**config.mk**
```make
export PLATFORM = sky130hd
export DESIGN_NAME = gate_motor_controller
export DESIGN_NICKNAME = d
export VERILOG_FILES = /design/src/hdl/gmc_pkg.sv /design/src/hdl/gate_motor_controller.sv
export VERILOG_INCLUDE_DIRS = /design/src /design/src/hdl
export SDC_FILE = /design/constraint.sdc
export NUM_CORES = 1
export LEC_CHECK = 0
export ABC_CLOCK_PERIOD_IN_PS = 7150
export BUFFER_PORTS_ARGS = -buffer_cell sky130_fd_sc_hd__buf_2
export CORE_ASPECT_RATIO = 1.4
export CORE_UTILIZATION = 49
export CTS_CLUSTER_SIZE = 20
export DETAILED_ROUTE_END_ITERATION = 6
export GPL_ROUTABILITY_DRIVEN = 0
export GPL_TIMING_DRIVEN = 0
export PLACE_DENSITY_LB_ADDON = 0.1
export SYNTH_ARGS = -nofsm -noshare
export SYNTH_HDL_FRONTEND = slang
export SYNTH_SLANG_ARGS = --single-unit
```
**constraint.sdc**
```tcl
create_clock -name clk -period 7.15 [get_ports clk]
set_input_delay 0.715 -clock clk [delete_from_list [all_inputs] [get_ports clk]]
set_output_delay 0.715 -clock clk [all_outputs]
set_load 0.03 [all_outputs]
```
**src/hdl/gate_motor_controller_assert.svh**
```systemverilog
// Assertion macros for the gate motor controller.
`ifndef GATE_MOTOR_CONTROLLER_ASSERT_SVH
`define GATE_MOTOR_CONTROLLER_ASSERT_SVH

// Check a condition at every clock edge outside reset.
`define GMC_ASSERT(label, cond, msg) \
    label: assert property (@(posedge clk) disable iff (!rst_n) (cond)) else $error(msg);

// Check that a condition implies a consequence in the same cycle.
`define GMC_ASSERT_IMP(label, ante, cons, msg) \
    label: assert property (@(posedge clk) disable iff (!rst_n) (ante) |-> (cons)) \
        else $error(msg);

`endif

```
**src/hdl/gmc_pkg.sv**
```systemverilog
// Types and constants shared by the gate motor controller.
package gmc_pkg;

    localparam int CntWidth = 16;

    localparam logic [2:0] ST_INITIAL = 3'd0;
    localparam logic [2:0] ST_CLOSING = 3'd1;
    localparam logic [2:0] ST_OPENING = 3'd2;
    localparam logic [2:0] ST_CLOSED  = 3'd3;
    localparam logic [2:0] ST_OPEN    = 3'd4;
    localparam logic [2:0] ST_ERROR   = 3'd5;
    localparam logic [2:0] ST_STOP    = 3'd6;

    localparam logic [1:0] FAULT_NONE    = 2'd0;
    localparam logic [1:0] FAULT_OPENING = 2'd1;
    localparam logic [1:0] FAULT_CLOSING = 2'd2;

    localparam logic REG_RUN_LIMIT       = 1'b0;
    localparam logic REG_AUTOCLOSE_LIMIT = 1'b1;

    localparam logic [CntWidth-1:0] RUN_LIMIT_RESET       = 16'd180;
    localparam logic [CntWidth-1:0] AUTOCLOSE_LIMIT_RESET = 16'd100;

    typedef struct packed {
        logic limit_closed;
        logic limit_open;
        logic open_button;
        logic close_button;
        logic multi_button;
        logic emergency_stop;
    } gmc_in_t;

    typedef struct packed {
        logic       motor_open;
        logic       motor_close;
        logic       lamp;
        logic       buzzer;
        logic [2:0] gate_state;
        logic [1:0] fault_code;
    } gmc_out_t;

endpackage

```
**src/hdl/gate_motor_controller.sv**
```systemverilog
// Gate motor controller: seven-state gate sequencer with run and auto-close timers.
// Each input word is one tick of the controller and produces one result word. The
// block takes a word in every cycle while the output side does not stall: a word is
// held in the input register, the state update and result are computed from it in
// one pass of compare and increment logic, and the result lands in the output
// register. run_limit (address 0) and autoclose_limit (address 4) are written over
// the APB port, only while no word is in flight; the user must ensure this, as the
// block does not enforce it. Reset values are 180 and 100 ticks.
module gate_motor_controller
    import gmc_pkg::*;
(
    input  logic        clk,
    input  logic        rst_n,
    input  logic        in_valid,
    output logic        in_stall,
    input  gmc_in_t     in_data,
    output logic        out_valid,
    input  logic        out_stall,
    output gmc_out_t    out_data,
    input  logic        psel,
    input  logic        penable,
    input  logic        pwrite,
    input  logic [2:0]  paddr,
    input  logic [31:0] pwdata,
    output logic [31:0] prdata,
    output logic        pready
);

    logic [CntWidth-1:0] run_lim_reg;
    logic [CntWidth-1:0] auto_lim_reg;

    logic          in_valid_reg;
    gmc_in_t       in_data_reg;
    logic          out_valid_reg;
    gmc_out_t      out_data_reg;

    logic [2:0]          state_reg, state_next;
    logic [CntWidth-1:0] run_count_reg, run_count_next;
    logic [CntWidth-1:0] open_count_reg, open_count_next;
    logic [1:0]          fault_reg, fault_next;
    logic                buzzer_reg, buzzer_next;
    logic [1:0]          blink_reg, blink_next;
    gmc_out_t            result;

    logic load;
    logic advance;
    logic cfg_write;
    logic [CntWidth-1:0] run_inc;
    logic [CntWidth-1:0] open_inc;

    // ---------------- configuration port ----------------
    assign pready    = 1'b1;
    assign cfg_write = psel && penable && pwrite;

    always_comb
    begin
        prdata = '0;
        if (paddr[2] == REG_AUTOCLOSE_LIMIT)
        begin
            prdata[CntWidth-1:0] = auto_lim_reg;
        end
        else
        begin
            prdata[CntWidth-1:0] = run_lim_reg;
        end
    end

    always_ff @(posedge clk or negedge rst_n)
    begin
        if (!rst_n)
        begin
            run_lim_reg  <= RUN_LIMIT_RESET;
            auto_lim_reg <= AUTOCLOSE_LIMIT_RESET;
        end
        else if (cfg_write)
        begin
            if (paddr[2] == REG_RUN_LIMIT)
            begin
                run_lim_reg <= pwdata[CntWidth-1:0];
            end
            else
            begin
                auto_lim_reg <= pwdata[CntWidth-1:0];
            end
        end
    end

    // ---------------- handshake ----------------
    assign advance  = in_valid_reg && (!out_valid_reg || !out_stall);
    assign in_stall = in_valid_reg && !advance;
    assign load     = in_valid && !in_stall;

    always_ff @(posedge clk or negedge rst_n)
    begin
        if (!rst_n)
        begin
            in_valid_reg  <= 1'b0;
            out_valid_reg <= 1'b0;
        end
        else
        begin
            if (load)
            begin
                in_valid_reg <= 1'b1;
            end
            else if (advance)
            begin
                in_valid_reg <= 1'b0;
            end

            if (advance)
            begin
                out_valid_reg <= 1'b1;
            end
            else if (!out_stall)
            begin
                out_valid_reg <= 1'b0;
            end
        end
    end

    always_ff @(posedge clk)
    begin
        if (load)
        begin
            in_data_reg <= in_data;
        end
        if (advance)
        begin
            out_data_reg <= result;
        end
    end

    assign out_valid = out_valid_reg;
    assign out_data  = out_data_reg;

    // ---------------- controller ----------------
    assign run_inc  = (run_count_reg == '1) ? run_count_reg : run_count_reg + 1'b1;
    assign open_inc = (open_count_reg == '1) ? open_count_reg : open_count_reg + 1'b1;

    always_comb
    begin
        state_next      = state_reg;
        run_count_next  = run_count_reg;
        open_count_next = open_count_reg;
        fault_next      = fault_reg;
        buzzer_next     = buzzer_reg;
        blink_next      = blink_reg;

        unique case (state_reg)
            ST_CLOSING:
            begin
                run_count_next = run_inc;
                if (in_data_reg.limit_closed)
                begin
                    state_next = ST_CLOSED;
                end
                else if (run_inc > run_lim_reg)
                begin
                    fault_next = FAULT_CLOSING;
                    state_next = ST_ERROR;
                end
                else if (in_data_reg.open_button || in_data_reg.multi_button ||
                         in_data_reg.emergency_stop)
                begin
                    state_next = ST_STOP;
                end
            end
            ST_OPENING:
            begin
                run_count_next = run_inc;
                if (in_data_reg.limit_open)
                begin
                    state_next = ST_OPEN;
                end
                else if (run_inc > run_lim_reg)
                begin
                    fault_next = FAULT_OPENING;
                    state_next = ST_ERROR;
                end
                else if (in_data_reg.close_button || in_data_reg.multi_button ||
                         in_data_reg.emergency_stop)
                begin
                    state_next = ST_STOP;
                end
            end
            ST_CLOSED:
            begin
                if (in_data_reg.open_button || in_data_reg.multi_button)
                begin
                    state_next = ST_OPENING;
                end
                else if (in_data_reg.emergency_stop)
                begin
                    state_next = ST_STOP;
                end
            end
            ST_OPEN:
            begin
                open_count_next = open_inc;
                if ((open_inc > auto_lim_reg) || in_data_reg.close_button ||
                    in_data_reg.multi_button)
                begin
                    state_next = ST_CLOSING;
                end
                else if (in_data_reg.emergency_stop)
                begin
                    state_next = ST_STOP;
                end
            end
            ST_ERROR, ST_STOP:
            begin
                if (!in_data_reg.emergency_stop)
                begin
                    state_next = ST_INITIAL;
                end
            end
            default:
            begin
                if (in_data_reg.emergency_stop)
                begin
                    state_next = ST_STOP;
                end
                else if (in_data_reg.limit_closed && in_data_reg.limit_open)
                begin
                    state_next = ST_ERROR;
                end
                else if (in_data_reg.limit_closed)
                begin
                    state_next = ST_CLOSED;
                end
                else if (in_data_reg.limit_open)
                begin
                    state_next = ST_OPEN;
                end
                else
                begin
                    state_next = ST_CLOSING;
                end
            end
        endcase

        // Apply entry actions, or advance the blink phase while still moving.
        if (state_next != state_reg)
        begin
            if (state_next == ST_CLOSING || state_next == ST_OPENING)
            begin
                run_count_next = '0;
                blink_next     = '0;
            end
            else if (state_next == ST_OPEN)
            begin
                open_count_next = '0;
            end
            else if (state_next == ST_ERROR)
            begin
                buzzer_next = 1'b1;
            end
            else if (state_next == ST_STOP)
            begin
                buzzer_next = 1'b0;
            end
        end
        else if (state_reg == ST_CLOSING || state_reg == ST_OPENING)
        begin
            blink_next = blink_reg + 1'b1;
        end

        result.motor_open  = (state_next == ST_OPENING);
        result.motor_close = (state_next == ST_CLOSING);
        result.buzzer      = buzzer_next;
        result.gate_state  = state_next;
        result.fault_code  = fault_next;
        if (state_next == ST_OPENING)
        begin
            result.lamp = !blink_next[1];
        end
        else if (state_next == ST_CLOSING)
        begin
            result.lamp = !blink_next[0];
        end
        else
        begin
            result.lamp = (state_next == ST_OPEN);
        end
    end

    always_ff @(posedge clk or negedge rst_n)
    begin
        if (!rst_n)
        begin
            state_reg      <= ST_INITIAL;
            run_count_reg  <= '0;
            open_count_reg <= '0;
            fault_reg      <= FAULT_NONE;
            buzzer_reg     <= 1'b0;
            blink_reg      <= '0;
        end
        else if (advance)
        begin
            state_reg      <= state_next;
            run_count_reg  <= run_count_next;
            open_count_reg <= open_count_next;
            fault_reg      <= fault_next;
            buzzer_reg     <= buzzer_next;
            blink_reg      <= blink_next;
        end
    end

    // ---------------- assertions ----------------
    `include "gate_motor_controller_assert.svh"

    `GMC_ASSERT_IMP(a_state_out, out_valid, out_data.gate_state == state_reg, "state drift")
    `GMC_ASSERT_IMP(a_motor, out_valid && out_data.motor_open, !out_data.motor_close, "motor clash")
    `GMC_ASSERT(a_fault_legal, fault_reg != 2'b11, "illegal fault code held")
    `GMC_ASSERT_IMP(a_buzzer_error, state_reg == ST_ERROR, buzzer_reg, "buzzer off in error")

endmodule
```
Word-level counts from Yosys, hierarchy flattened
Index checks and enable logic that the tools add are counted.
{"block": "op_classes", "addsub": 3, "magnitude_cmp": 2, "n_eq_ne": 15, "n_mux": 44, "bitwise_logic": 1, "reduce_logical": 26}
{"op": "16-bit two-way mux", "n": 10}
{"op": "3-bit two-way mux", "n": 14}
{"op": "16-bit by 1-bit adder with 16-bit output, second input constant", "n": 2}
{"op": "16-bit equality test, second input constant", "n": 2}
{"op": "16-bit greater-than comparator", "n": 2}
{"op": "3-bit equality test, second input constant", "n": 6}
{"op": "3-bit one-hot mux with 5 select lines", "n": 1}
{"op": "2-bit two-way mux", "n": 7}
{"op": "1-bit two-way mux", "n": 11}
{"op": "3-bit by 2-bit equality test with 1-bit output, second input constant", "n": 3}
{"op": "1-bit logical OR", "n": 9}
{"op": "3-bit by 1-bit equality test with 1-bit output, second input constant", "n": 2}
{"op": "1-bit logical AND", "n": 6}
{"op": "1-bit zero test", "n": 6}
{"op": "2-bit one-hot mux with 2 select lines", "n": 1}
{"op": "2-bit AND reduction", "n": 2}
{"op": "2-bit OR reduction", "n": 2}
{"op": "3-bit != test", "n": 1}
{"op": "2-bit by 1-bit adder with 2-bit output, second input constant", "n": 1}
{"op": "2-bit by 1-bit != test with 1-bit output, second input constant", "n": 1}
{"op": "2-bit nonzero test", "n": 1}
{"op": "1-bit inverter", "n": 1}
{"block": "totals", "register_bits": 89, "input_bits": 48, "out_inout_bits": 44, "word_cells": 113}

Logic depth before layout (Yosys ltp)
Gate-level depths: netlist of the first run.
{"block": "logic_depth", "word_depth": 14, "depth_mapped": 19, "depth_no_buf": 19}

Least setup slack after synthesis of the first run
OpenSTA, ideal clock, no wires.
{"block": "synth_timing", "path_type": "register to register", "from": "reg run_count_reg[3]", "to": "reg out_data_reg, in the netlist out_data[5] (data pin)", "setup_ps": 261, "t_arrival_ps": 4378, "required_ps": 6889, "slack_ps": 2511, "path_stages_with_launch": 19, "path_buffers": 1, "synth_period_minus_slack_ps": 4639, "path_cell_list": "dfrtp_1 > clkbuf_1 > and4_1 > and3_1 > nand4_1 > nor3_1 > nor2_1 > nand2_1 > xnor2_1 > ha_1 > a21oi_1 > nor3_1 > a2111oi_2 > nand3_1 > a211o_1 > and3_1 > nor3_2 > nor2_1 > o2bb2a_1"}
{"block": "synth_between", "elab_chain_len": 12, "word_cells_on_any_way": 21, "cone_classes": "1 x add/sub; 1 x order compare; 7 x eq/ne; 11 x mux; 1 x reduce/logical"}
{"item": "start: declaration", "line_no": "gate_motor_controller.sv:38", "text": "logic [CntWidth-1:0] run_count_reg, run_count_next;"}
{"item": "start signal: assignment", "line_no": "gate_motor_controller.sv:302", "text": "run_count_reg <= run_count_next;"}
{"item": "16-bit by 1-bit adder with 16-bit output / 16-bit equality test (equally long branches)", "line_no": "gate_motor_controller.sv:138", "text": "assign run_inc = (run_count_reg == '1) ? run_count_reg : run_count_reg + 1'b1;"}
{"item": "16-bit two-way mux *", "line_no": "gate_motor_controller.sv:138"}
{"item": "16-bit greater-than comparator *", "line_no": "gate_motor_controller.sv:158, gate_motor_controller.sv:176"}
{"item": "3-bit two-way mux, on equally long branches", "line_no": "gate_motor_controller.sv:176, gate_motor_controller.sv:158"}
{"item": "3-bit two-way mux, on equally long branches", "line_no": "gate_motor_controller.sv:172, gate_motor_controller.sv:154"}
{"item": "3-bit one-hot mux with 5 select lines *", "line_no": "gate_motor_controller.sv:150", "text": "unique case (state_reg)"}
{"item": "3-bit equality test", "line_no": "gate_motor_controller.sv:259", "text": "else if (state_next == ST_STOP)"}
{"item": "1-bit two-way mux", "line_no": "gate_motor_controller.sv:259"}
{"item": "1-bit two-way mux", "line_no": "gate_motor_controller.sv:255", "text": "else if (state_next == ST_ERROR)"}
{"item": "1-bit two-way mux", "line_no": "gate_motor_controller.sv:251", "text": "else if (state_next == ST_OPEN)"}
{"item": "1-bit two-way mux", "line_no": "gate_motor_controller.sv:246", "text": "if (state_next == ST_CLOSING || state_next == ST_OPENING)"}
{"item": "1-bit two-way mux *", "line_no": "gate_motor_controller.sv:244", "text": "if (state_next != state_reg)"}
{"item": "named net buzzer_next", "line_no": "gate_motor_controller.sv:41", "text": "logic buzzer_reg, buzzer_next;"}
{"item": "end signal: assignment", "line_no": "gate_motor_controller.sv:130", "text": "out_data_reg <= result;"}
{"item": "end: declaration", "line_no": "gate_motor_controller.sv:35", "text": "gmc_out_t out_data_reg;"}
The timed path passes the listed nets; every way through them passes the cells marked *.
A chain may end at the register's enable or synchronous reset.

Final worst setup path of the first run
{"block": "layout_timing", "from": "reg run_count_reg[3]", "to": "reg run_count_reg[4]"}
{"block": "layout_between", "elab_chain_len": 10, "word_cells_on_any_way": 16, "cone_classes": "1 x add/sub; 1 x order compare; 4 x eq/ne; 9 x mux; 1 x reduce/logical"}
{"item": "16-bit by 1-bit adder with 16-bit output / 16-bit equality test (equally long branches)", "line_no": "gate_motor_controller.sv:138"}
{"item": "16-bit two-way mux *", "line_no": "gate_motor_controller.sv:138"}
{"item": "16-bit greater-than comparator", "line_no": "gate_motor_controller.sv:158, gate_motor_controller.sv:176"}
{"item": "3-bit two-way mux, on equally long branches", "line_no": "gate_motor_controller.sv:176, gate_motor_controller.sv:158"}
{"item": "3-bit two-way mux, on equally long branches", "line_no": "gate_motor_controller.sv:172, gate_motor_controller.sv:154"}
{"item": "3-bit one-hot mux with 5 select lines", "line_no": "gate_motor_controller.sv:150"}
{"item": "3-bit by 1-bit equality test with 1-bit output / 3-bit by 2-bit equality test with 1-bit output (equally long branches)", "line_no": "gate_motor_controller.sv:246"}
{"item": "1-bit logical OR", "line_no": "gate_motor_controller.sv:246"}
{"item": "16-bit two-way mux", "line_no": "gate_motor_controller.sv:246"}
{"item": "16-bit two-way mux *", "line_no": "gate_motor_controller.sv:244"}
Every way passes the cells marked *; elsewhere a longest branch is shown, timed or not.

==> metrics.txt, run 1 <==
Detailed Route Iter0 Violations 190; number of inserted diodes 0; number of levels the H-tree was split into 3; final standard cell utilization of the core 0.578; total number of cells along the worst setup path 19; most used flip-flop cell after synthesis sky130_fd_sc_hd__dfrtp_1; Syn Std Cell Area 5750 um^2; max-cap violation count 0; starting density of the core 0.505; DRC violation count after routing 0; worst hold margin 282 ps; most used standard cells in the synthesized netlist 82 x sky130_fd_sc_hd__nand2_1, 67 x sky130_fd_sc_hd__dfrtp_1, 58 x sky130_fd_sc_hd__nor2_1, 40 x sky130_fd_sc_hd__inv_1, 36 x sky130_fd_sc_hd__mux2_2; Post-CTS Resized 0; fraction of final layout cells sized beyond drive strength 1 0.200; slew at the pin with the worst max-slew slack 941 ps; Leak Pwr 0.00311 uW; placement row count 46; data required time at the worst endpoint 7390 ps; # nets final 792; number of synthesis warnings 0; HPWL after detailed placement 10700 um; synthesis-stage register bit count 89; buffer cell driving the clock tree root sky130_fd_sc_hd__clkbuf_16; depth of the most critical reg-to-reg path 19; Routed Wire Length 13900 um; area share of the leading cell type in the synthesized netlist 0.291; biggest cell delay along the critical path 670 ps; clock buffers created by TritonCTS 9; largest driver fanout on the critical path 10; count of final max-slew check failures 0; Power Density 331 nW/um^2; via count of the first global-routing pass 4634; worst hold-check path type in2async; hold buffers post-CTS 0; total negative slack 0 ps; number of unique standard cell types used by synthesis 59; Critical Path Sink Type flip-flop; post-synthesis sequential area ratio 0.402; routed vias/inst 5.52; async set or reset register ratio after synthesis 0.831; CTS tree yes; RSZ-0062 raised after global routing false; initial antenna violation count 0; Worst-Skew Late Latency 350 ps; Core Box Area 11400 um^2; category of the worst setup path launch point flip-flop; Top Ports 92; clock-pin slew reported for the worst setup and hold paths after clock tree synthesis 70 ps; count of flip-flops with a built-in enable after synthesis 15; Setup CP Type reg2reg; synthesized netlist cell count 628; count of buffers inserted at the top-level ports 55; width of the chip 93.6 um; number of hold violations in the final report 0; setup violation total in the final timing report 0; Via Count 4743; GRT overflow 0; slowest CP cell sky130_fd_sc_hd__nor3_1; Die H 130 um; largest cells by area after synthesis sky130_fd_sc_hd__dfrtp_1 29%, sky130_fd_sc_hd__edfxtp_1 7.8%, sky130_fd_sc_hd__ha_1 7.4%, sky130_fd_sc_hd__mux2_2 7.0%, sky130_fd_sc_hd__nand2_1 5.4%; crit path cell chain clkbuf_1, and4_1, and3_1, nand4_1, nor3_1, nor2_1, nand2_1, xnor2_1, ha_1, a21oi_1, nor3_1, a2111oi_2, nand3_1, a31oi_2, mux2i_1, nor3_2, a2111oi_4, buf_6, nor2_1; Final Non-Filler Cells 859; overall die area 12200 um^2; largest area contributor in the netlist sky130_fd_sc_hd__dfrtp_1; final period demand of the worst path 5700 ps; Overall Global Routing Usage 0.248; routed length per placed instance 16.1 um; WP buf/inv 2; total iterations of the first detailed-routing run 5; number of cells after detailed placement 843; gate family responsible for the most delay along the worst path simple AND/OR/NAND/NOR gates; average cell area after synthesis 9.16 um^2; maximum frequency from static timing analysis 175 MHz; worst slew slack as a fraction of its limit 0.373; overall power after layout 2180 uW; largest net degree at the start of global routing 47; most used standard cell by instance count after synthesis sky130_fd_sc_hd__nand2_1; status completed; Fin Clk Skew 9.29 ps; IR Drop Worst-Case VDD 166 uV; area growth from synthesis to final layout 14.6%; CTS sink cnt 89; endpoint arrival time on the critical path 5940 ps; antenna violation net count after detailed routing 0; first-pass GRT wire length 22800 um; setup bufs post-CTS 0; maximum number of buffers from clock root to sink 2; share of the clock period used by the worst path after layout 0.798
## cell families after synthesis
kind of cell               Yosys count  synth area share
buffers and inverters               79            0.0646
muxes                               38            0.0740
xor gates and xnor gates            35            0.0533
adders and majority gates           34            0.0740
and+or+nand+nor                    238             0.190
DFF                                 89             0.402
AOI/OAI and AO/OA                  113             0.141
other                                2           0.00131
## worst paths after layout
check                                 startpoint               end  slack (ps)
max in group asynchronous                  rst_n    run_lim_reg[7]        6250
worst min-delay path                       rst_n  run_count_reg[4]         280
worst min register to register      fault_reg[1]      fault_reg[1]         490
worst max-delay path            run_count_reg[3]  run_count_reg[4]        1450
min in group clk                    fault_reg[1]      fault_reg[1]         490
worst max register to register  run_count_reg[3]  run_count_reg[4]        1450
## cell usage in the layout (no fill, tap or decap), types with 16 or more instances in the layout
cell,synthesis,final
sky130_fd_sc_hd__nand2_1,82,82
sky130_fd_sc_hd__dfrtp_1,67,67
sky130_fd_sc_hd__nor2_1,58,58
sky130_fd_sc_hd__buf_2,3,57
sky130_fd_sc_hd__inv_1,40,40
sky130_fd_sc_hd__mux2_2,36,36
sky130_fd_sc_hd__ha_1,34,34
sky130_fd_sc_hd__a21oi_1,26,26
sky130_fd_sc_hd__o21ai_0,26,26
sky130_fd_sc_hd__nand3_1,25,25
sky130_fd_sc_hd__nor3_1,21,21
sky130_fd_sc_hd__xor2_1,19,19
sky130_fd_sc_hd__clkbuf_1,17,18
sky130_fd_sc_hd__buf_4,17,18
sky130_fd_sc_hd__conb_1,2,17
sky130_fd_sc_hd__xnor2_1,16,16
## cell type report
class / count / area [um^2]
Sequential cell: 89 / 2310
Inverter: 41 / 154
Tap cell: 144 / 180
Clock buffer: 10 / 229
Fill cell: 1036 / 4810
Timing Repair Buffer: 56 / 305
Multi-Input combinational cell: 475 / 3130
Clock inverter: 6 / 66.3
Buffer: 38 / 218
## where the power goes
part           internal (uW)  leakage (uW)  switching (uW)  total (uW)
Clock                    273      0.000140             205         477
Combinational            362       0.00189             618         981
Sequential               645       0.00108            81.3         726
## metrics by stage
step                      cell area [um^2]  worst slack, ps
after global routing                  6590             1010
after detailed placement              6290             1460
after floorplan                       5810             2510
after global placement                6260             1500
final                                 6590             1450
after CTS                             6590             1460
## layer usage
metal  vias to the layer above  routed length, um  GRT usage
met3                        29                499     0.0431
li1                       2333                  -          -
met2                       130               7180      0.446
met4                         0                473      0.110
met1                      2251               5720      0.286
met5                         -                  0          0
No activity file was read; power rests on OpenSTA's default activity.
==> run 2, diff against run 1 <==
--- a/config.mk
+++ b/config.mk
@@ -6,7 +6,8 @@
 export SDC_FILE = /design/constraint.sdc
 export NUM_CORES = 1
 export LEC_CHECK = 0
-export ABC_CLOCK_PERIOD_IN_PS = 7150
+export ABC_AREA = 1
+export ABC_CLOCK_PERIOD_IN_PS = 4700
 export BUFFER_PORTS_ARGS = -buffer_cell sky130_fd_sc_hd__buf_2
 export CORE_ASPECT_RATIO = 1.4
 export CORE_UTILIZATION = 49
==> constraint.sdc (replaced) <==
create_clock -name clk -period 4.7 [get_ports clk]
set_input_delay 0.47 -clock clk [delete_from_list [all_inputs] [get_ports clk]]
set_output_delay 0.47 -clock clk [all_outputs]
set_load 0.03 [all_outputs]
==> run 2 against run 1 <==
- routed wire length up 15%
- maximum frequency up 31%
- count of clock-buffer cells in the layout unchanged
- sequential share of layout area down 3.2 points
- synthesized area up 11%
- clock power up 57%
- critical path type unchanged
- critical endpoint is now open_count_reg[14]
==> metrics.txt, run 2 <==
average cell area after synthesis 7.47 um^2 (-18%); data required time at the worst endpoint 4930 ps (-2460 ps); IR Drop Worst-Case VDD 240 uV (+45%); count of filler cells inserted in the layout 1203 (+16%); # nets final 1019 (+29%); Overall Global Routing Usage 0.251 (+0.00316); end point of the critical path open_count_reg[14]; category of the worst setup path launch point flip-flop; overall die area 13500 um^2 (+11%); net switching power 1900 uW (+110%); HPWL after detailed placement 12200 um (+14%); count of flip-flops with a built-in enable after synthesis 15 (unchanged); worst hold-check path type in2reg; Core Box Area 12500 um^2 (+9.6%); number of hold violations in the final report 0 (unchanged); Syn Std Cell Area 6370 um^2 (+11%); depth of the most critical reg-to-reg path 27 (+8); final instance area 7260 um^2 (+10%); routed vias/inst 5.11 (-7.4%); placement row count 48 (+4.3%); most frequent standard cell in the layout excluding fill and tap cells sky130_fd_sc_hd__nand2_1; most used standard cells in the synthesized netlist 220 x sky130_fd_sc_hd__nand2_1, 106 x sky130_fd_sc_hd__inv_1, 87 x sky130_fd_sc_hd__o21ai_0, 67 x sky130_fd_sc_hd__dfrtp_1, 49 x sky130_fd_sc_hd__nor2_1; initial antenna violation count 0 (unchanged); synthesized netlist cell count 853 (+36%); RSZ-0062 raised after global routing false; async set or reset register ratio after synthesis 0.831 (unchanged); Leak Pwr 0.00366 uW (+18%); count of final max-slew check failures 0 (unchanged); area share of the leading cell type in the synthesized netlist 0.263 (-0.0285); power share of the sequential group 0.281 (-0.051); Register-to-Register Setup Slack 360 ps (-1090 ps); count of buffers inserted at the top-level ports 56 (+1.8%); Detailed Route Iter0 Violations 253 (+33%); total iterations of the first detailed-routing run 7 (+2); most used flip-flop cell after synthesis sky130_fd_sc_hd__dfrtp_1; antenna violation net count after detailed routing 0 (unchanged); maximum number of buffers from clock root to sink 2 (unchanged); starting density of the core 0.510 (+0.00560); DRC violation count after routing 0 (unchanged); maximum frequency from static timing analysis 230 MHz (+31%); clock-pin slew reported for the worst setup and hold paths after clock tree synthesis 70 ps (about the same); Worst-Skew Late Latency 350 ps (about the same); net switching fraction of the power 0.471 (+0.0573); number of unique standard cell types used by synthesis 47 (-20%); status completed; CTS sink cnt 89 (unchanged); slew at the pin with the worst max-slew slack 704 ps (-236 ps); Fin Clk Skew 12.3 ps (+2.97 ps); largest driver fanout on the critical path 10 (unchanged); worst slew slack as a fraction of its limit 0.530 (+0.158); buffer cell driving the clock tree root sky130_fd_sc_hd__clkbuf_16; final period demand of the worst path 4340 ps (-1360 ps); largest area contributor in the netlist sky130_fd_sc_hd__dfrtp_1; number of inserted diodes 0 (unchanged); most frequent cells in the layout 220 x sky130_fd_sc_hd__nand2_1, 106 x sky130_fd_sc_hd__inv_1, 87 x sky130_fd_sc_hd__o21ai_0; number of synthesis warnings 0 (unchanged); clock share of power 0.186 (-0.033); CTS tree yes; max-cap violation count 0 (unchanged); setup violation total in the final timing report 0 (unchanged); width of the chip 98.4 um (+5.2%); Die H 137 um (+5.2%); Reg2Reg Capture Point open_count_reg[14]; endpoint arrival time on the critical path 4570 ps (-1370 ps); share of the clock period used by the worst path after layout 0.924 (+0.126); largest net degree at the start of global routing 69 (+47%); clock buffers created by TritonCTS 9 (unchanged); synthesis-stage register bit count 89 (unchanged); largest cells by area after synthesis sky130_fd_sc_hd__dfrtp_1 26%, sky130_fd_sc_hd__nand2_1 13%, sky130_fd_sc_hd__edfxtp_1 7.1%, sky130_fd_sc_hd__o21ai_0 6.8%, sky130_fd_sc_hd__ha_1 6.7%; Combinational Power Share 0.533 (+0.084); total negative slack 0 ps (unchanged); Critical Path Source open_count_reg[1]; Routed Wire Length 15900 um (+15%); total cell area at the placement stage 6930 um^2 (+10%); internal power component 2130 uW (+66%); Power Density 555 nW/um^2 (+67%); Top Ports 92 (unchanged); Setup CP Type reg2reg; first-pass GRT wire length 25900 um (+14%); via count of the first global-routing pass 5261 (+14%); Via Count 5584 (+18%); beginning of the worst register-to-register path open_count_reg[1]; Critical Path Sink Type flip-flop; area growth from synthesis to final layout 13.9%; post-synthesis sequential area ratio 0.363 (-0.0393); number of levels the H-tree was split into 3 (unchanged); GRT overflow 0 (unchanged); fraction of final layout cells sized beyond drive strength 1 0.189 (-0.0110); most used standard cell by instance count after synthesis sky130_fd_sc_hd__nand2_1; routed length per placed instance 14.6 um (-9.9%)
## run 2: cell types whose count changed in the layout (fill, tap and decap cells not counted), moves of 13 or more
cell	change
sky130_fd_sc_hd__a21oi_1	+13
sky130_fd_sc_hd__inv_1	+66
sky130_fd_sc_hd__mux2_2	-36
sky130_fd_sc_hd__nand2_1	+138
sky130_fd_sc_hd__nand2_2	+13
sky130_fd_sc_hd__nand3_1	+14
sky130_fd_sc_hd__o21ai_0	+61
## run 2: cell families after synthesis
logic type	share of synthesized area
adders and majority gates	0.0667
AOI/OAI and AO/OA	0.131
and+or+nand+nor	0.294
DFF	0.363
buffers and inverters	0.112
other	0.00118
muxes	0.00314
xor gates and xnor gates	0.0289
## run 2: critical path: stages (launching register included)
cell and delay, ps:
sky130_fd_sc_hd__dfrtp_1 380, sky130_fd_sc_hd__ha_1 190, sky130_fd_sc_hd__inv_1 70, sky130_fd_sc_hd__nor3_2 180, sky130_fd_sc_hd__nand2_1 110, sky130_fd_sc_hd__nor2_1 170, sky130_fd_sc_hd__nand3_1 140, sky130_fd_sc_hd__nor3_2 230
sky130_fd_sc_hd__nand2_1 180, sky130_fd_sc_hd__nand3_1 170, sky130_fd_sc_hd__nor2_1 90, sky130_fd_sc_hd__xor2_2 230, sky130_fd_sc_hd__ha_1 290, sky130_fd_sc_hd__a21oi_1 130, sky130_fd_sc_hd__o21ai_0 90, sky130_fd_sc_hd__a21oi_1 150
sky130_fd_sc_hd__nand2_1 70, sky130_fd_sc_hd__nand2_1 160, sky130_fd_sc_hd__nand3_1 90, sky130_fd_sc_hd__nand2_1 160, sky130_fd_sc_hd__nand4_4 150, sky130_fd_sc_hd__nand2_1 110, sky130_fd_sc_hd__nand2_2 100, sky130_fd_sc_hd__nand3_4 130
sky130_fd_sc_hd__nand2_2 80, sky130_fd_sc_hd__nand2_4 120, sky130_fd_sc_hd__buf_6 200, sky130_fd_sc_hd__o21ai_2 60
## run 2: worst min path at each step
stage	startpoint	end	slack, ps	cells after the start
after floorplan	rst_n	auto_lim_reg[0]	170	0
after global placement	run_count_reg[2]	run_count_reg[2]	460	2
after detailed placement	rst_n	state_reg[2]	310	1
after CTS	in_data[0]	in_data_reg[0]	290	1
after global routing	in_data[0]	in_data_reg[0]	290	1
final	in_data[0]	in_data_reg[0]	300	1
## run 2: area by class of cell
class	count	area, um^2	area share
clock inverters	6	53.8	0.00741
plain buffers	44	260	0.0358
flip-flops and latches	89	2310	0.318
multi-input cells	615	3420	0.471
clock buffers	10	250	0.0345
repair buffers	58	320	0.0441
well taps	150	188	0.0258
inverters	120	455	0.0627
## run 2: what timing repair did
item,CTS,global route
hold buffers,1,0
resized for setup,0,3
endpoints found under the setup margin,0,20
setup buffers,0,0
endpoints found under the hold margin,6,0
## run 2: power groups by stage
stage / Clock [uW] / Combinational [uW] / Sequential, uW
after global placement: 0 / 2120 / 1140
after CTS: 757 / 2150 / 1130
after global routing: 791 / 2420 / 1160
final: 749 / 2150 / 1130
after detailed placement: 0 / 2140 / 1140
after floorplan: 0 / 1620 / 1180
## run 2: metrics by stage
step	setup slack, ps	total power, uW	util	hold WS [ps]	cells
6_report	356	4030	0.581	298	1092
5_1_grt	9.37	4370	0.581	289	1092
4_1_cts	253	4040	0.580	291	1092
3_5_place_dp	271	3280	0.555	307	1075
3_3_place_gp	305	3260	0.552	464	1074
2_1_floorplan	1200	2800	-	174	868
## run 2: routing by layer
metal  part of all wire  wire, um  GRT usage  vias to the layer above
li1                   -         -          -                     2896
met1               0.44      6930      0.310                     2540
met2               0.50      7980      0.434                      119
met3              0.030       481     0.0398                       29
met4              0.031       496      0.108                        0
met5                  0         0          0                        -
==> run 3, diff against run 2 <==
--- a/config.mk
+++ b/config.mk
@@ -6,7 +6,6 @@
 export SDC_FILE = /design/constraint.sdc
 export NUM_CORES = 1
 export LEC_CHECK = 0
-export ABC_AREA = 1
 export ABC_CLOCK_PERIOD_IN_PS = 4700
 export BUFFER_PORTS_ARGS = -buffer_cell sky130_fd_sc_hd__buf_2
 export CORE_ASPECT_RATIO = 1.4
==> run 3 against run 2 <==
- power is 13% lower
- sequential cell count unchanged
- die area fell by 9.6%
- global-route usage hardly changed
- maximum frequency fell by 3.9%
- critical endpoint is now run_count_reg[4]
- final cell count decreased by 20%
- critical path type unchanged
- largest cell class unchanged
- register-to-register slack worse by 170 ps
- core utilization is 2.2 points higher
- count of clock-buffer cells in the layout is the same
- non-clock buffer count grew 9
- critical path depth is 6 lower
==> metrics.txt, run 3 (synthesized netlist as in run 1, its figures left out) <==
share of the clock period used by the worst path after layout 0.961 (+0.0371); most frequent cells in the layout 80 x sky130_fd_sc_hd__nand2_1, 64 x sky130_fd_sc_hd__dfrtp_1, 57 x sky130_fd_sc_hd__buf_2; routed length per placed instance 16.4 um (+13%); overall die area 12200 um^2 (-9.6%); DRC violation count after routing 0 (unchanged); Core Box Area 11400 um^2 (-8.8%); Fin Clk Skew 9.82 ps (-2.44 ps); category of the worst setup path launch point flip-flop; endpoint arrival time on the critical path 4750 ps (+180 ps); Setup CP Type reg2reg; data required time at the worst endpoint 4930 ps (about the same); clock-pin slew reported for the worst setup and hold paths after clock tree synthesis 70 ps (about the same); maximum number of buffers from clock root to sink 2 (unchanged); register area 2310 um^2 (+0.16%); Power Density 509 nW/um^2 (-8.2%); number of inserted diodes 0 (unchanged); most frequent standard cell in the layout excluding fill and tap cells sky130_fd_sc_hd__nand2_1; setup violation total in the final timing report 0 (unchanged); largest net degree at the start of global routing 47 (-32%); Overall Global Routing Usage 0.251 (about the same); buffer cell driving the clock tree root sky130_fd_sc_hd__clkbuf_16; final standard cell utilization of the core 0.603 (+0.0216); HPWL after detailed placement 10700 um (-12%); routed vias/inst 5.53 (+8.1%); count of buffers inserted at the top-level ports 55 (-1.8%); via count of the first global-routing pass 4725 (-10%); status completed; CTS sink cnt 89 (unchanged); Die H 130 um (-4.9%); Detailed Route Iter0 Violations 191 (-25%); max-cap violation count 0 (unchanged); CTS tree yes; count of filler cells inserted in the layout 996 (-17%); GRT overflow 0 (unchanged); Via Count 4841 (-13%); largest driver fanout on the critical path 10 (unchanged); width of the chip 93.6 um (-4.9%); antenna violation net count after detailed routing 0 (unchanged); area of combinational cells with multiple inputs 3260 um^2 (-4.8%); Worst-Skew Late Latency 340 ps (about the same); initial antenna violation count 0 (unchanged); worst slew slack as a fraction of its limit 0.315 (-0.216); fraction of final layout cells sized beyond drive strength 1 0.254 (+0.0651); area growth from synthesis to final layout 19.4%; worst setup slack after layout 182 ps (-174 ps); placement row count 46 (-4.2%); maximum frequency from static timing analysis 221 MHz (-3.9%); final period demand of the worst path 4520 ps (+174 ps); Leak Pwr 0.00325 uW (-11%); worst slack at placement -986 ps (-1260 ps); number of hold violations in the final report 0 (unchanged); # nets final 809 (-21%); total iterations of the first detailed-routing run 5 (-2); clock buffers created by TritonCTS 9 (unchanged); IR Drop Worst-Case VDD 253 uV (+5.6%); starting density of the core 0.505 (-0.00560); Routed Wire Length 14400 um (-9.5%); count of final max-slew check failures 0 (unchanged); number of levels the H-tree was split into 3 (unchanged); Critical Path Sink Type flip-flop; worst hold-check path type in2async; Top Ports 92 (unchanged); first-pass GRT wire length 23100 um (-11%); slew at the pin with the worst max-slew slack 1030 ps (+323 ps)
run 3: changes by cell type in the layout (fill, tap and decap cells not counted), moves of 12 or more:
| cell | before | now |
|---|---|---|
| sky130_fd_sc_hd__o21ai_0 | 87 | 26 |
| sky130_fd_sc_hd__inv_1 | 106 | 40 |
| sky130_fd_sc_hd__nand2_1 | 220 | 80 |
| sky130_fd_sc_hd__a21oi_1 | 39 | 25 |
| sky130_fd_sc_hd__inv_2 | 12 | 0 |
| sky130_fd_sc_hd__buf_4 | 21 | 38 |
| sky130_fd_sc_hd__xnor2_1 | 4 | 16 |
| sky130_fd_sc_hd__mux2_2 | 0 | 36 |
| sky130_fd_sc_hd__nand3_1 | 39 | 23 |
run 3: critical path: stages, from the launching register on:
cell	delay, ps
sky130_fd_sc_hd__dfrtp_2	450
sky130_fd_sc_hd__and4_4	190
sky130_fd_sc_hd__and3_2	250
sky130_fd_sc_hd__nand4_1	190
sky130_fd_sc_hd__nor3_4	90
sky130_fd_sc_hd__buf_4	140
sky130_fd_sc_hd__buf_4	130
sky130_fd_sc_hd__nor2_1	220
sky130_fd_sc_hd__nand2_1	110
sky130_fd_sc_hd__xnor2_1	280
sky130_fd_sc_hd__ha_1	310
sky130_fd_sc_hd__nand4_1	170
sky130_fd_sc_hd__nor4_4	60
sky130_fd_sc_hd__a21bo_2	190
sky130_fd_sc_hd__a31oi_1	310
sky130_fd_sc_hd__o32ai_4	180
sky130_fd_sc_hd__buf_4	210
sky130_fd_sc_hd__nand2b_1	200
sky130_fd_sc_hd__a2111oi_4	300
sky130_fd_sc_hd__buf_4	210
sky130_fd_sc_hd__buf_6	160
sky130_fd_sc_hd__nor2_1	60
run 3: metrics by stage:
step,TNS (ps),cells,hold WS (ps),power [uW],instance area [um^2]
after floorplan,0,643,174,2220,5810
after global placement,-28660,842,462,2550,6260
after detailed placement,-30920,843,418,2590,6290
after CTS,0,867,50.7,3430,6700
after global routing,-424,876,59.8,3740,6870
final,0,876,44.1,3500,6870
run 3: final timing paths:
kind	slack (ps)	cells after the start	startpoint	end
setup / recovery	180	21	run_count_reg[4]	run_count_reg[4]
hold / removal	40	1	rst_n	run_count_reg[4]
setup reg to reg	180	21	run_count_reg[4]	run_count_reg[4]
hold reg to reg	490	2	fault_reg[1]	fault_reg[1]
max in group asynchronous	4040	2	rst_n	run_lim_reg[7]
min in group clk	300	1	in_data[1]	in_data_reg[1]
run 3: cell type report:
cell class / count / area share
clock inverters: 6 / 0.00965
clock buffers: 10 / 0.0333
multi-input cells: 475 / 0.474
well taps: 144 / 0.0262
repair buffers: 76 / 0.0663
plain buffers: 35 / 0.0302
inverters: 41 / 0.0229
flip-flops and latches: 89 / 0.337
run 3: routing by layer:
layer	GRT usage	vias up	wire (um)
met4	0.122	0	477
met1	0.286	2328	5870
met3	0.0437	30	416
li1	-	2365	-
met5	0	-	0
met2	0.451	118	7620
run 3: timing repair:
action | CTS | global route
setup endpoints to repair | 40 | 37
buffers inserted | 9 | 11
pin swaps | 5 | 9
hold endpoints to repair | 0 | 0
hold buffers | 0 | 0
gates resized for setup | 10 | 23
run 3: power breakdown:
group	switching, uW	leakage (uW)	internal (uW)	total [uW]
logic	1010	0.00204	648	1660
registers	134	0.00107	981	1110
clock network	313	0.000140	415	728
